## config.mk

```make
export PLATFORM = sky130hd
export DESIGN_NAME = hid_boot_report_decoder
export DESIGN_NICKNAME = d
export VERILOG_FILES = /design/src/hbrd_pkg.sv /design/src/hid_boot_report_decoder.sv /design/src/hbrd_decode.sv /design/src/hbrd_emit.sv
export SDC_FILE = /design/constraint.sdc
export NUM_CORES = 1
export LEC_CHECK = 0
export BUFFER_PORTS_ARGS = -buffer_cell sky130_fd_sc_hd__clkbuf_2
export CELL_PAD_IN_SITES_DETAIL_PLACEMENT = 0
export CELL_PAD_IN_SITES_GLOBAL_PLACEMENT = 1
export CORE_UTILIZATION = 30
export DETAILED_ROUTE_END_ITERATION = 12
export PLACE_DENSITY = 0.66
export SLEW_MARGIN = 20
export SYNTH_ARGS = -nofsm -noshare
export SYNTH_HDL_FRONTEND = slang
export SYNTH_SLANG_ARGS = --single-unit
```

## constraint.sdc

```tcl
create_clock -name clk -period 8.35 [get_ports clk]
set_input_delay 1.67 -clock clk [delete_from_list [all_inputs] [get_ports clk]]
set_output_delay 1.67 -clock clk [all_outputs]
set_load 0.005 [all_outputs]
```

## src/hbrd_pkg.sv

```systemverilog
// Package for the HID boot report decoder: event codes, key tables, decode record.
package hbrd_pkg;

  localparam int unsigned NumSlots = 6;
  localparam int unsigned NumCand  = 1 + 2 * NumSlots;
  localparam int unsigned TblLen   = 57;

  typedef enum logic [1:0] {
    EV_MODIFIER = 2'd0,
    EV_PRESS    = 2'd1,
    EV_RELEASE  = 2'd2,
    EV_MOVE     = 2'd3
  } event_kind_t;

  localparam logic [7:0] ShiftMask = 8'h22;
  localparam logic [7:0] CtrlMask  = 8'h11;

  localparam logic [7:0] KeyRight  = 8'h4F;
  localparam logic [7:0] KeyLeft   = 8'h50;
  localparam logic [7:0] KeyDown   = 8'h51;
  localparam logic [7:0] KeyUp     = 8'h52;
  localparam logic [7:0] AscRight  = 8'h83;
  localparam logic [7:0] AscLeft   = 8'h82;
  localparam logic [7:0] AscDown   = 8'h81;
  localparam logic [7:0] AscUp     = 8'h80;
  localparam logic [7:0] KeyRollover = 8'h01;

  localparam logic [7:0] PlainTbl [0:TblLen-1] = '{
    8'h00, 8'h00, 8'h00, 8'h00,
    8'h61, 8'h62, 8'h63, 8'h64, 8'h65, 8'h66, 8'h67, 8'h68, 8'h69,
    8'h6a, 8'h6b, 8'h6c, 8'h6d, 8'h6e, 8'h6f, 8'h70, 8'h71, 8'h72,
    8'h73, 8'h74, 8'h75, 8'h76, 8'h77, 8'h78, 8'h79, 8'h7a,
    8'h31, 8'h32, 8'h33, 8'h34, 8'h35, 8'h36, 8'h37, 8'h38, 8'h39, 8'h30,
    8'h0d, 8'h1b, 8'h08, 8'h09, 8'h20, 8'h2d, 8'h3d, 8'h5b, 8'h5d, 8'h5c,
    8'h00, 8'h3b, 8'h27, 8'h60, 8'h2c, 8'h2e, 8'h2f
  };

  localparam logic [7:0] ShiftTbl [0:TblLen-1] = '{
    8'h00, 8'h00, 8'h00, 8'h00,
    8'h41, 8'h42, 8'h43, 8'h44, 8'h45, 8'h46, 8'h47, 8'h48, 8'h49,
    8'h4a, 8'h4b, 8'h4c, 8'h4d, 8'h4e, 8'h4f, 8'h50, 8'h51, 8'h52,
    8'h53, 8'h54, 8'h55, 8'h56, 8'h57, 8'h58, 8'h59, 8'h5a,
    8'h21, 8'h40, 8'h23, 8'h24, 8'h25, 8'h5e, 8'h26, 8'h2a, 8'h28, 8'h29,
    8'h0d, 8'h1b, 8'h08, 8'h09, 8'h20, 8'h5f, 8'h2b, 8'h7b, 8'h7d, 8'h7c,
    8'h00, 8'h3a, 8'h22, 8'h7e, 8'h3c, 8'h3e, 8'h3f
  };

  // Map a usage code to ASCII; arrows win over the tables.
  function automatic logic [7:0] translate(input logic [7:0] kc, input logic shift);
    logic [7:0] a;
    a = 8'h00;
    if (kc < 8'(TblLen)) begin
      a = shift ? ShiftTbl[kc[5:0]] : PlainTbl[kc[5:0]];
    end
    case (kc)
      KeyRight: a = AscRight;
      KeyLeft:  a = AscLeft;
      KeyDown:  a = AscDown;
      KeyUp:    a = AscUp;
      default:  ;
    endcase
    return a;
  endfunction

  // One decoded report: candidate event mask and everything the events carry.
  // Mask bit 0 is the modifier or move event, bits 1..6 presses, 7..12 releases.
  typedef struct packed {
    logic [NumCand-1:0]       mask;
    logic                     mouse;
    logic                     shift;
    logic                     ctrl;
    logic [NumSlots-1:0][7:0] press_key;
    logic [NumSlots-1:0][7:0] press_asc;
    logic [NumSlots-1:0][7:0] rel_key;
    logic [7:0]               dx;
    logic [8:0]               dy;
    logic [2:0]               btn;
  } decode_t;

endpackage

```

## src/hid_boot_report_decoder.sv

```systemverilog
// Top level of the HID boot-protocol keyboard and mouse report decoder.
//
// in_*  : one 8-byte boot report per transfer, byte 0 in in_tdata[7:0].
// cfg_* : write channel for device_kind (0 keyboard, 1 mouse); always ready,
//         write only while no report is in flight.
// out_* : one event per transfer; tuser carries the event kind, tlast marks
//         the final event of a report.
// A keyboard report yields a modifier event, then presses of new translated
// keys, then releases of vanished keys (up to 13 events). A mouse report
// yields one move event, or none when idle.
// Each accepted report is held in the emitter, and its events leave through
// the output register. Throughput: one event per cycle from the single
// output register while the receiver is ready; the next report is taken
// in the cycle its predecessor issues its last event.
// Reset clears the previous report to zeros, device_kind to keyboard and
// drops any pending events. A stalled receiver holds the output register
// and the held report; input stays back-pressured until the run drains.
module hid_boot_report_decoder (
  input  logic        clk,
  input  logic        rst_n,
  input  logic        in_tvalid,
  output logic        in_tready,
  input  logic [63:0] in_tdata,   // report_b0 .. report_b7, 8 bits each from bit 0
  input  logic        cfg_valid,
  output logic        cfg_ready,
  input  logic        cfg_data,
  output logic        out_tvalid,
  input  logic        out_tready,
  // shift_held, ctrl_held, key_code[7:0], ascii_code[7:0], move_dx[7:0],
  // move_dy[8:0], button_flags[2:0], zero pad [39:38]
  output logic [39:0] out_tdata,
  output logic [1:0]  out_tuser,  // event_kind
  output logic        out_tlast   // last_of_run
);

  logic              mouse_r;
  logic [7:0][7:0]   prev_r;
  logic [7:0][7:0]   rep;
  logic              accept;
  logic              free;
  hbrd_pkg::decode_t dec;

  assign rep       = in_tdata;
  assign in_tready = free;
  assign accept    = in_tvalid && free;
  assign cfg_ready = 1'b1;

  always_ff @(posedge clk) begin
    if (!rst_n) begin
      mouse_r <= 1'b0;
      prev_r  <= '0;
    end else begin
      if (cfg_valid) mouse_r <= cfg_data;
      if (accept) prev_r <= rep;
    end
  end

  hbrd_decode u_decode (
    .rep   (rep),
    .prev  (prev_r),
    .mouse (mouse_r),
    .dec   (dec)
  );

  hbrd_emit u_emit (
    .clk        (clk),
    .rst_n      (rst_n),
    .load       (accept),
    .dec        (dec),
    .free       (free),
    .out_tvalid (out_tvalid),
    .out_tready (out_tready),
    .out_tdata  (out_tdata),
    .out_tuser  (out_tuser),
    .out_tlast  (out_tlast)
  );

endmodule

```

## src/hbrd_decode.sv

```systemverilog
// Report decoder: compares a report with the previous one and builds the event mask.
module hbrd_decode (
  input  logic [7:0][7:0]   rep,
  input  logic [7:0][7:0]   prev,
  input  logic              mouse,
  output hbrd_pkg::decode_t dec
);

  logic                             sh;
  logic                             ct;
  logic [hbrd_pkg::NumSlots-1:0]    in_prev;
  logic [hbrd_pkg::NumSlots-1:0]    in_rep;
  logic [hbrd_pkg::NumSlots-1:0][7:0] asc;
  logic [8:0]                       dy;

  assign sh = (rep[0] & hbrd_pkg::ShiftMask) != 8'h00;
  assign ct = (rep[0] & hbrd_pkg::CtrlMask) != 8'h00;
  assign dy = 9'd0 - {rep[2][7], rep[2]};

  always_comb begin
    for (int i = 0; i < hbrd_pkg::NumSlots; i++) begin
      in_prev[i] = 1'b0;
      in_rep[i]  = 1'b0;
      for (int j = 0; j < hbrd_pkg::NumSlots; j++) begin
        if (rep[i+2] == prev[j+2]) in_prev[i] = 1'b1;
        if (prev[i+2] == rep[j+2]) in_rep[i]  = 1'b1;
      end
      asc[i] = hbrd_pkg::translate(rep[i+2], sh);
    end
  end

  always_comb begin
    dec = '0;
    dec.mouse = mouse;
    if (mouse) begin
      dec.dx  = rep[1];
      dec.dy  = dy;
      dec.btn = rep[0][2:0];
      dec.mask[0] = (rep[1] != 8'h00) || (rep[2] != 8'h00) ||
                    (rep[0][2:0] != prev[0][2:0]);
    end else begin
      dec.shift   = sh;
      dec.ctrl    = ct;
      dec.mask[0] = 1'b1;
      for (int i = 0; i < hbrd_pkg::NumSlots; i++) begin
        dec.press_key[i] = rep[i+2];
        dec.press_asc[i] = asc[i];
        dec.rel_key[i]   = prev[i+2];
        dec.mask[1+i] = (rep[i+2] != 8'h00) && (rep[i+2] != hbrd_pkg::KeyRollover) &&
                        !in_prev[i] && (asc[i] != 8'h00);
        dec.mask[1+hbrd_pkg::NumSlots+i] = (prev[i+2] != 8'h00) && !in_rep[i];
      end
    end
  end

endmodule

```

## src/hbrd_emit.sv

```systemverilog
// Event emitter: holds one decoded report and sends its events one per cycle unless stalled.
module hbrd_emit (
  input  logic              clk,
  input  logic              rst_n,
  input  logic              load,
  input  hbrd_pkg::decode_t dec,
  output logic              free,
  output logic              out_tvalid,
  input  logic              out_tready,
  output logic [39:0]       out_tdata,
  output logic [1:0]        out_tuser,
  output logic              out_tlast
);

  hbrd_pkg::decode_t st_r;
  logic [hbrd_pkg::NumCand-1:0] mask_r;
  logic [hbrd_pkg::NumCand-1:0] pick;
  logic [hbrd_pkg::NumCand-1:0] rest;
  logic [3:0]  idx;
  logic        issue;

  logic        out_v_r;
  logic [39:0] data_r;
  logic [39:0] data_nxt;
  logic [1:0]  kind_r;
  logic [1:0]  kind_nxt;
  logic        last_r;

  logic [7:0]  key;
  logic [7:0]  asc;

  assign pick  = mask_r & (~mask_r + 1'b1);
  assign rest  = mask_r & ~pick;
  assign issue = (mask_r != '0) && (!out_v_r || out_tready);
  assign free  = (mask_r == '0) || (issue && rest == '0);

  always_comb begin
    idx = 4'd0;
    for (int i = hbrd_pkg::NumCand - 1; i >= 0; i--) begin
      if (pick[i]) idx = 4'(i);
    end
  end

  always_comb begin
    key      = 8'h00;
    asc      = 8'h00;
    data_nxt = '0;
    if (idx == 4'd0) begin
      kind_nxt = st_r.mouse ? hbrd_pkg::EV_MOVE : hbrd_pkg::EV_MODIFIER;
    end else if (idx <= 4'(hbrd_pkg::NumSlots)) begin
      kind_nxt = hbrd_pkg::EV_PRESS;
      key      = st_r.press_key[3'(idx - 4'd1)];
      asc      = st_r.press_asc[3'(idx - 4'd1)];
    end else begin
      kind_nxt = hbrd_pkg::EV_RELEASE;
      key      = st_r.rel_key[3'(idx - 4'(hbrd_pkg::NumSlots + 1))];
    end
    data_nxt[0]     = st_r.shift;
    data_nxt[1]     = st_r.ctrl;
    data_nxt[9:2]   = key;
    data_nxt[17:10] = asc;
    data_nxt[25:18] = st_r.dx;
    data_nxt[34:26] = st_r.dy;
    data_nxt[37:35] = st_r.btn;
  end

  always_ff @(posedge clk) begin
    if (!rst_n) begin
      mask_r  <= '0;
      out_v_r <= 1'b0;
    end else begin
      if (load) begin
        mask_r <= dec.mask;
      end else if (issue) begin
        mask_r <= rest;
      end
      if (issue) begin
        out_v_r <= 1'b1;
      end else if (out_tready) begin
        out_v_r <= 1'b0;
      end
    end
  end

  // Payload registers need no reset.
  always_ff @(posedge clk) begin
    if (load) st_r <= dec;
    if (issue) begin
      data_r <= data_nxt;
      kind_r <= kind_nxt;
      last_r <= (rest == '0);
    end
  end

  assign out_tvalid = out_v_r;
  assign out_tdata  = data_r;
  assign out_tuser  = kind_r;
  assign out_tlast  = last_r;

endmodule

```

==> results_dict.tcl <==
set metrics [dict create \
    swShare_pct 42.91 \
    hold_viol_final 0 \
    die_height_um 268.5 \
    synthArstFlopShare_pct 0 \
    seq_area_mm2 0.007571 \
    drt_iter0_markers 1794 \
    clock_latency_ps 550 \
    multi_input_area_mm2 0.01258 \
    clock-sinks 274 \
    drive_above_1_share_pct 11.21 \
    worstPathMaxFanout 36 \
    vias 18130 \
    synthSimpleGateAreaFrac_pct 20.44 \
    grt_max_degree 125 \
    fin_worst_skew_ps 33.74 \
    max_freq_mhz 213.9 \
    r2r_slack_ps 3680 \
    drv_cap 0 \
    cts_max_level 2 \
    ys_ff_latch 274 \
    power_density_mw_per_mm2 388.7 \
    clockBufferDepth 3 \
    finalCritPeriodShare_pct 55.99 \
    pwr-share-seq_pct 36.1 \
    drc 0 \
    synth_compound_area_share_pct 14.90 \
    rsz0062_at_grt "false" \
    hp-class "reg -> reg" \
    numCtsBuffers 34 \
    antenna_cells 0 \
    io_buffers 109 \
    synthAdderAreaFrac_pct 3.854 \
    cts_hold_buffers 0 \
    synth_area_leaders "edfxtp_1 29%, xor2_1 8.1%, dfxtp_1 6.2%" \
    fin_tns_setup_ps 0 \
    grt_pass1_wl_um 109100 \
    ir_drop_mv 0.3876 \
    endpoint "u_emit.mask_r[6]$_SDFFE_PN0P_" \
    dp_hpwl_um 49880 \
    worstMarginPinSlew_ps 1015 \
    clk_pin_slew_ps 60 \
    num_rows 97 \
    cts_resized 0 \
    switchingPower_mw 3.906 \
    synth_cell_types 89 \
    crit_slowest_cell "clkinv_1" \
    synth-main-ff-cell "edfxtp_1" \
    finalCriticalPeriod_ps 4675 \
    synth_most_common_cell "edfxtp_1" \
    fin_util_pct 33.38 \
    ant_nets 0 \
    dr.pass1.iters 6 \
    p_clk_share_pct 16.5 \
    cp.arrival_ps 5090 \
    synth_top_area_share_pct 29.33 \
    start_util_pct 30.36 \
    coreArea_mm2 0.07015 \
    root_buffer "clkbuf_16" \
    yosys.area_share.xor_xnor_pct 12.42 \
    dp_cells 3144 \
    grt_usage_pct 19.75 \
    num-fill-cells 7276 \
    worstSetupStartpoint "in_tdata[58]" \
    synth_commonest_cells "208 x edfxtp_1, 196 x xor2_1, 161 x clkbuf_1, 157 x nor2_1, 150 x nor2b_1" \
    slew_viol_final 0 \
    gp_congestion 0.9070 \
    gr-total-overflow 0 \
    post-cts-setup-buffers 0 \
    finalPower_mw 9.103 \
    grt_pass1_vias 17020 \
    yosysWarnings 0 \
    combPwrFrac_pct 47.3 \
    end_kind "flop" \
    internal_power_mw 5.197 \
    start_kind "input port" \
    status "complete, no violations" \
    setup-violations-final 0 \
    io_pins 116 \
    syn2layout_area_growth_pct 9.951 \
    r2r_cells 10 \
    r2r_end "u_emit.out_tdata[15]$_SDFFCE_PP0P_" \
    netlist_area_mm2 0.02130 \
    synth_edf_count 208 \
    antenna_found_initial 0 \
    slew-limit-headroom_pct 32.35 \
    crit_type "in -> reg" \
    syn_inst 2313 \
    hold_depth 0 \
    worstPathRequired_ps 8770 \
    leakagePower_nw 8.852 \
    synth_top_family_by_area "simple AND/OR/NAND/NOR gates" \
    cts_tree "built" \
    slowest_delay_ps 670 \
    vias_per_cell 5.656 \
    layout.cells.non_filler 3206 \
    r2r-start "u_emit.mask_r[8]$_SDFFE_PN0P_" \
    synthMuxAreaShare_pct 7.273 \
    synth_area_leader_cell "edfxtp_1" \
    wl_per_cell_um 22.62 \
    syn_avg_cell_area_um2 9.208 \
    wirelength_um 72520 \
    die_x_um 268.5 \
    dieArea_mm2 0.07207 \
    path_cells "clkbuf_2 > clkinv_1 > ha_1 > nor2b_1 > a211o_1 > a21oi_1 > o41ai_1 > a211oi_1 > nand4b_1 > a32o_1" \
    nNetsFinal 2374 \
    ys_seq_area_share_pct 35.53 \
]
==> layer usage <==
metal  vias up  GRT usage (%)  share of wire [%]  routed length (um)
met5         -              0                  0                   0
met4         0          5.083                2.1                1489
met3       116          2.119                7.0                5045
met2       817          31.06                 45               32660
met1      8954          28.67                 46               33330
li1       8247              -                  -                   -
==> power groups by stage <==
| stage | Sequential (mW) | Combinational [mW] | Clock (mW) |
|---|---|---|---|
| 2_1_floorplan | 2.71 | 3.41 | 0 |
| 3_3_place_gp | 3.25 | 4.24 | 0 |
| 3_5_place_dp | 3.28 | 4.30 | 0 |
| 4_1_cts | 3.26 | 4.31 | 1.53 |
| 5_1_grt | 3.35 | 4.65 | 1.59 |
| 6_report | 3.29 | 4.31 | 1.51 |
==> metrics by stage <==
step / instance area, um2 / hold slack [ps] / setup WS [ps]
floorplan: 21300 / 400.3 / 4141
global placement: 22260 / 401.5 / 3149
detailed placement: 22260 / 404.5 / 3056
CTS: 23410 / 413.0 / 3602
global route: 23420 / 420.4 / 3395
finish: 23420 / 408.0 / 3675
==> cells by family after synthesis <==
family / after synthesis
other cells: 2
xor+xnor: 302
buf+inv: 297
mux: 122
compound gates: 449
fa+ha+maj: 66
flops: 274
simple gates: 801
==> state kept, by name, indices dropped and copies added (netlist names) <==
name and cells:
prev_r 51, u_emit.out_tuser 2, u_emit.st_r 145, mouse_r 1, u_emit.data_nxt 22, u_emit.out_tlast 1
u_emit.out_tdata 38, u_emit.mask_r 13, u_emit.out_tvalid 1
==> cell type report <==
class	instances	area share, %
clock buffer	43	3.948
clock inverter	19	0.9670
inverter	55	0.8816
multi-input combinational	1743	53.73
sequential	274	32.33
tap	940	5.022
timing repair buffer	132	3.120
==> placed cells by master, fill, tap and decap left out, types with 14 or more instances in the layout <==
master	n
and2_1	34
mux2i_1	94
nor4_1	80
inv_1	51
o21ai_0	92
mux4_2	26
o211ai_1	20
nor2b_1	149
buf_4	22
nor2_1	156
nand2_1	125
and3_1	14
a21oi_1	72
dfxtp_1	65
xor2_1	196
a211oi_1	33
nand2b_1	33
nor3_1	37
ha_1	64
a31oi_1	26
xnor2_1	106
nand3_1	41
edfxtp_1	208
or3_1	14
o31ai_1	14
nor3b_1	14
nand4_1	45
clkbuf_16	34
clkbuf_2	109
==> worst min path at each step <==
| stage | start | end | slack, ps |
|---|---|---|---|
| after floorplan | u_emit.data_nxt[0]$_SDFFCE_PP0P_ | u_emit.out_tdata[0]$_DFFE_PP_ | 400 |
| after global placement | u_emit.data_nxt[19]$_SDFFCE_PN0P_ | u_emit.out_tdata[19]$_DFFE_PP_ | 400 |
| after detailed placement | u_emit.data_nxt[37]$_SDFFCE_PN0P_ | u_emit.out_tdata[37]$_DFFE_PP_ | 400 |
| after CTS | u_emit.data_nxt[30]$_SDFFCE_PN0P_ | u_emit.out_tdata[30]$_DFFE_PP_ | 410 |
| after global routing | u_emit.data_nxt[22]$_SDFFCE_PN0P_ | u_emit.out_tdata[22]$_DFFE_PP_ | 420 |
| final | u_emit.data_nxt[22]$_SDFFCE_PN0P_ | u_emit.out_tdata[22]$_DFFE_PP_ | 410 |
==> critical path, delay by kind of cell <==
family,cells,cell delay [ps]
buffers and inverters,2,1310
AO/OA/AOI/OAI,5,1170
adder cells (fa/ha/maj),1,520
AND/OR/NAND/NOR,2,400
Power figures use the tool's default switching activity.
